$ cat src/rtl/core/pfa_ram.sv
// Generic single-port-write, registered-read RAM.
`default_nettype none

module pfa_ram #(
  parameter int unsigned W     = 64,
  parameter int unsigned DEPTH = 64,
  parameter int unsigned AW    = (DEPTH > 1) ? $clog2(DEPTH) : 1
) (
  input  wire logic          clk,
  input  wire logic          we,
  input  wire logic [AW-1:0] waddr,
  input  wire logic [W-1:0]  wdata,
  input  wire logic [AW-1:0] raddr,
  output logic      [W-1:0]  rdata
);

  logic [W-1:0] mem [DEPTH];

  always_ff @(posedge clk) begin
    if (we) begin
      mem[waddr] <= wdata;
    end
    rdata <= mem[raddr];
  end

endmodule

`default_nettype wire

$ cat config.mk
export PLATFORM = sky130hd
export DESIGN_NAME = pfa_ram
export DESIGN_NICKNAME = d
export VERILOG_FILES = /design/src/rtl/core/pfa_ram.sv
export SDC_FILE = /design/constraint.sdc
export NUM_CORES = 2
export LEC_CHECK = 0
export ABC_AREA = 0
export BUFFER_PORTS_ARGS = -buffer_cell sky130_fd_sc_hd__buf_2
export CORE_ASPECT_RATIO = 1.25
export CORE_UTILIZATION = 30
export DETAILED_ROUTE_END_ITERATION = 16
export GPL_ROUTABILITY_DRIVEN = 0
export PLACE_DENSITY_LB_ADDON = 0.05
export SLEW_MARGIN = 20
export SYNTH_ARGS = -nofsm -noshare
export SYNTH_HDL_FRONTEND = slang
export SYNTH_SLANG_ARGS = --single-unit
$ cat constraint.sdc
create_clock -name clk -period 7.7 [get_ports clk]
set_input_delay 0.385 -clock clk [delete_from_list [all_inputs] [get_ports clk]]
set_output_delay 0.385 -clock clk [all_outputs]
set_load 0.01 [all_outputs]
# Yosys cells after proc, flatten, opt, wreduce, memory -nomap -nowiden
# Memories as Yosys holds them, arrays and structs flattened. A register that Yosys moved wholly into a read port is not among the register bits.
# Cells that the tools add are included.
# totals
inputBits	78
n_memories	1
register_bits	0
rom_bits	0
latch_bits	0
elab_cells	3
ramBits	4096
output_inout_bits	64
# mem_list
memory	depth	word_bits	read_ports	rd_clocked_by_memory_dff	wr	line_no	source
mem	64	64	1	1	1	17	logic [W-1:0] mem [DEPTH];
# op_classes
div	0
n_mux	2
n_eq_ne	0
shifts	0
n_bitwise	0
reduce_logical	0
magnitude_cmp	0
mul	0
addsub	0
# op_table
cell	n
two-way mux 1 bit	2

# Depth between registers and ports, before layout
# depth
word_depth	2
ltp_mapped	9

# Worst setup path before layout
# Ideal clock, no wire load.
# synth_timing
path_kind	input to register
start	in waddr[3]
end	mem mem[48][0], enable pin
setup_ns	0.564
path_buffers	1
path_stages	4
arrival_time_ns	5.257
required_time_ns	7.136
slack_ns	1.879
path_cell_list	clkbuf_1 > nor2b_1 > nand4b_1 > nor3_1
# synth_lines
item	line_no	source
start, declared	11	input wire logic [AW-1:0] waddr,
end, declared	17	
# Straight into the memory's write port.

==> out/results.ini <==
[detailed_routing]
via_per_inst=5.14
routed_wl_mm=535
drtPass1Iterations=5
drtIter0Drc=6106
postRouteAntennaNets=0
wl_per_cell_um=37.2
drc=0
vias=73800

[floorplanning]
rows=296
io-pin-count=142
die_area_sq_um=524000
initial_utilization=0.301
core_area_sq_um=519000
die_width_um=648
dieHeight_um=809

[clock_tree]
cts_root_buffer=clkbuf_16
tritoncts=yes
cts_buffer_depth=4
cts_inserted_buffers=449
cts.sinks=4160
cts_max_level=5
cts.clk_slew.worst_paths_ns=0.06
clk_latency_ns=1.02
post_cts_resized=0

[synthesis]
yosysUniqueCellTypes=33
yosys_warnings=0
syn_area_sq_um=156000
ys_seq_area_frac=0.795
synth_seq_cells=4160
syn_area_per_cell_sq_um=23.7
synth_edf_count=4096
async_reset_ff_frac=0
synth_cells=6598
synth_flop_cell=edfxtp_1
syn-num-nets=6676

[timing]
tightestPinTransition_ns=1.15
rsz0062_at_grt=no
min_period_ns=2.84
fmax_mhz=353
slew_headroom=0.231
finalCritPeriodShare=0.368
slew_viol_final=0
finalSetupTns_ns=0
fin_worst_skew_ns=0.0346
finalSetupViolations=0
final_hold_viol_count=0

[global_route]
gr-total-overflow=0
grt_pass1_wl_mm=723
grt_max_degree=111
grt_pass1_vias=79300
antenna_found_initial=40
grtUsageTotal=0.203

[power_and_ir_drop]
leakage_nw=55.9
worst_ir_drop_vdd_mv=0.186
p_per_area_nw_per_um2=268

[critical_path]
crit_family=buffers and inverters
crit_path_end_kind=flip-flop
cpPeakStageDelay_ns=0.59
crit_buf_inv=3
path_cells=buf_12 -> buf_12 -> buf_4 -> mux4_2 -> nor2b_1 -> a211oi_1 -> o22ai_1 -> and3_1
cp.arrival_ns=3.73
crit_required_ns=8.59
critPathMaxFanout=65
crit_top_cell=buf_12
start_kind=primary input
crit_type=primary input to flip-flop
cp_slowest_cell=buf_4

[final_layout]
mostFrequentLayoutCells=edfxtp_1, mux4_2, clkbuf_16, buf_4, a22oi_1
fillers=48100
final_core_util=0.350
final_common_cell=edfxtp_1
area_growth_pct=16.3
drive_gt1_frac=0.286
nets=7189

[worst_hold_path]
hold_path_class=primary input to flip-flop

[run]
drv_cap=0

[placement]
detailed_place_hpwl_mm=288
portBuffers=141

[outcome]
status=finished clean

sequential cells by signal (all words and copies together), names as in the netlist:
name,flops
mem,4096
rdata,64
kinds of logic after synthesis:
| group | synth area share |
|---|---|
| simple gates | 0.0124 |
| compound gates | 0.0248 |
| flops | 0.795 |
| buf+inv | 0.0118 |
| mux | 0.156 |
metrics by stage:
stage / cell area (sq um) / hold WS [ns] / power, mW / setup slack, ns / std cells
after floorplan: 156000 / 0.484 / 26.8 / 1.88 / 6598
after global placement: 167000 / 0.827 / 28.0 / 3.62 / 13500
after detailed placement: 167000 / 0.822 / 28.0 / 3.64 / 13500
after CTS: 181000 / 0.0132 / 49.5 / 4.75 / 14300
after global routing: 182000 / 0.0875 / 50.3 / 4.64 / 14300
final: 182000 / 0.101 / 48.8 / 4.86 / 14400
path summary, 6_finish.rpt:
path | to | from | slack, ns | cells past startpoint
worst max-delay path | rdata[0]$_DFF_P_ | raddr[0] | 4.86 | 8
worst min register to register | rdata[61]$_DFF_P_ | mem[4][61]$_DFFE_PP_ | 0.82 | 4
worst max register to register | rdata[19]$_DFF_P_ | mem[47][19]$_DFFE_PP_ | 5.55 | 5
worst min-delay path | mem[22][47]$_DFFE_PP_ | wdata[47] | 0.10 | 1
cell type report:
class / instances / area [sq um] / share of cell area
repair buffers: 432 / 3830 / 0.0211
multi-input cells: 2049 / 30800 / 0.169
well taps: 6854 / 8580 / 0.0471
diodes: 14 / 35.0 / 0.000193
flip-flops and latches: 4160 / 124000 / 0.683
clock inverters: 248 / 2200 / 0.0121
clock buffers: 579 / 12100 / 0.0666
inverters: 19 / 71.3 / 0.000392
metal layers:
metal | track usage | wire length, um | share of wire | up-vias
met5 | 0 | 35 | 0.000065 | -
met4 | 0.0375 | 10100 | 0.019 | 6
met3 | 0.0240 | 18700 | 0.035 | 572
met2 | 0.366 | 282000 | 0.53 | 1574
met1 | 0.264 | 224000 | 0.42 | 42100
li1 | - | - | - | 29600
timing repair:
| action | 4_1_cts | 5_1_grt |
|---|---|---|
| setup buffers | 0 | 0 |
| hold endpoints to repair | 305 | 2635 |
| hold buffers | 7 | 42 |
power by group:
group          internal [mW]  switching [mW]  total (mW)  leakage, nW
logic                  0.804            1.47        2.27         11.5
registers               25.1           0.122        25.2         37.4
clock network           12.3            9.07        21.3         7.01
total                   38.1            10.7        48.8         55.9
cells in the mapped netlist (6+ instances only):
| cell | count | share of area |
|---|---|---|
| a211oi_1 | 63 | 0.0030 |
| a22o_1 | 88 | 0.0049 |
| a22oi_1 | 168 | 0.0081 |
| a2bb2oi_1 | 19 | 0.0011 |
| a31oi_1 | 18 | 0.00072 |
| a41oi_1 | 26 | 0.0015 |
| and3_1 | 64 | 0.0026 |
| buf_1 | 20 | 0.00048 |
| buf_2 | 170 | 0.0054 |
| buf_4 | 34 | 0.0016 |
| buf_6 | 6 | 0.00043 |
| clkbuf_1 | 140 | 0.0034 |
| dfxtp_1 | 64 | 0.0082 |
| edfxtp_1 | 4096 | 0.79 |
| inv_1 | 19 | 0.00046 |
| mux2i_1 | 135 | 0.0086 |
| mux4_2 | 1024 | 0.15 |
| nand2_1 | 58 | 0.0014 |
| nand2b_1 | 11 | 0.00044 |
| nand3_1 | 45 | 0.0014 |
| nor2_1 | 112 | 0.0027 |
| nor2b_1 | 28 | 0.0011 |
| o221ai_1 | 38 | 0.0021 |
| o22ai_1 | 83 | 0.0033 |
| or2_2 | 28 | 0.0011 |
| or3_1 | 29 | 0.0012 |
worst reg2reg max path, stage by stage, from the launching register on:
cell	delay [ns]
edfxtp_1	0.35
mux4_2	0.48
mux2i_1	0.38
nand2_1	0.16
a41oi_1	0.52
a211oi_1	0.09
No activity file was read; power rests on OpenSTA's default activity.
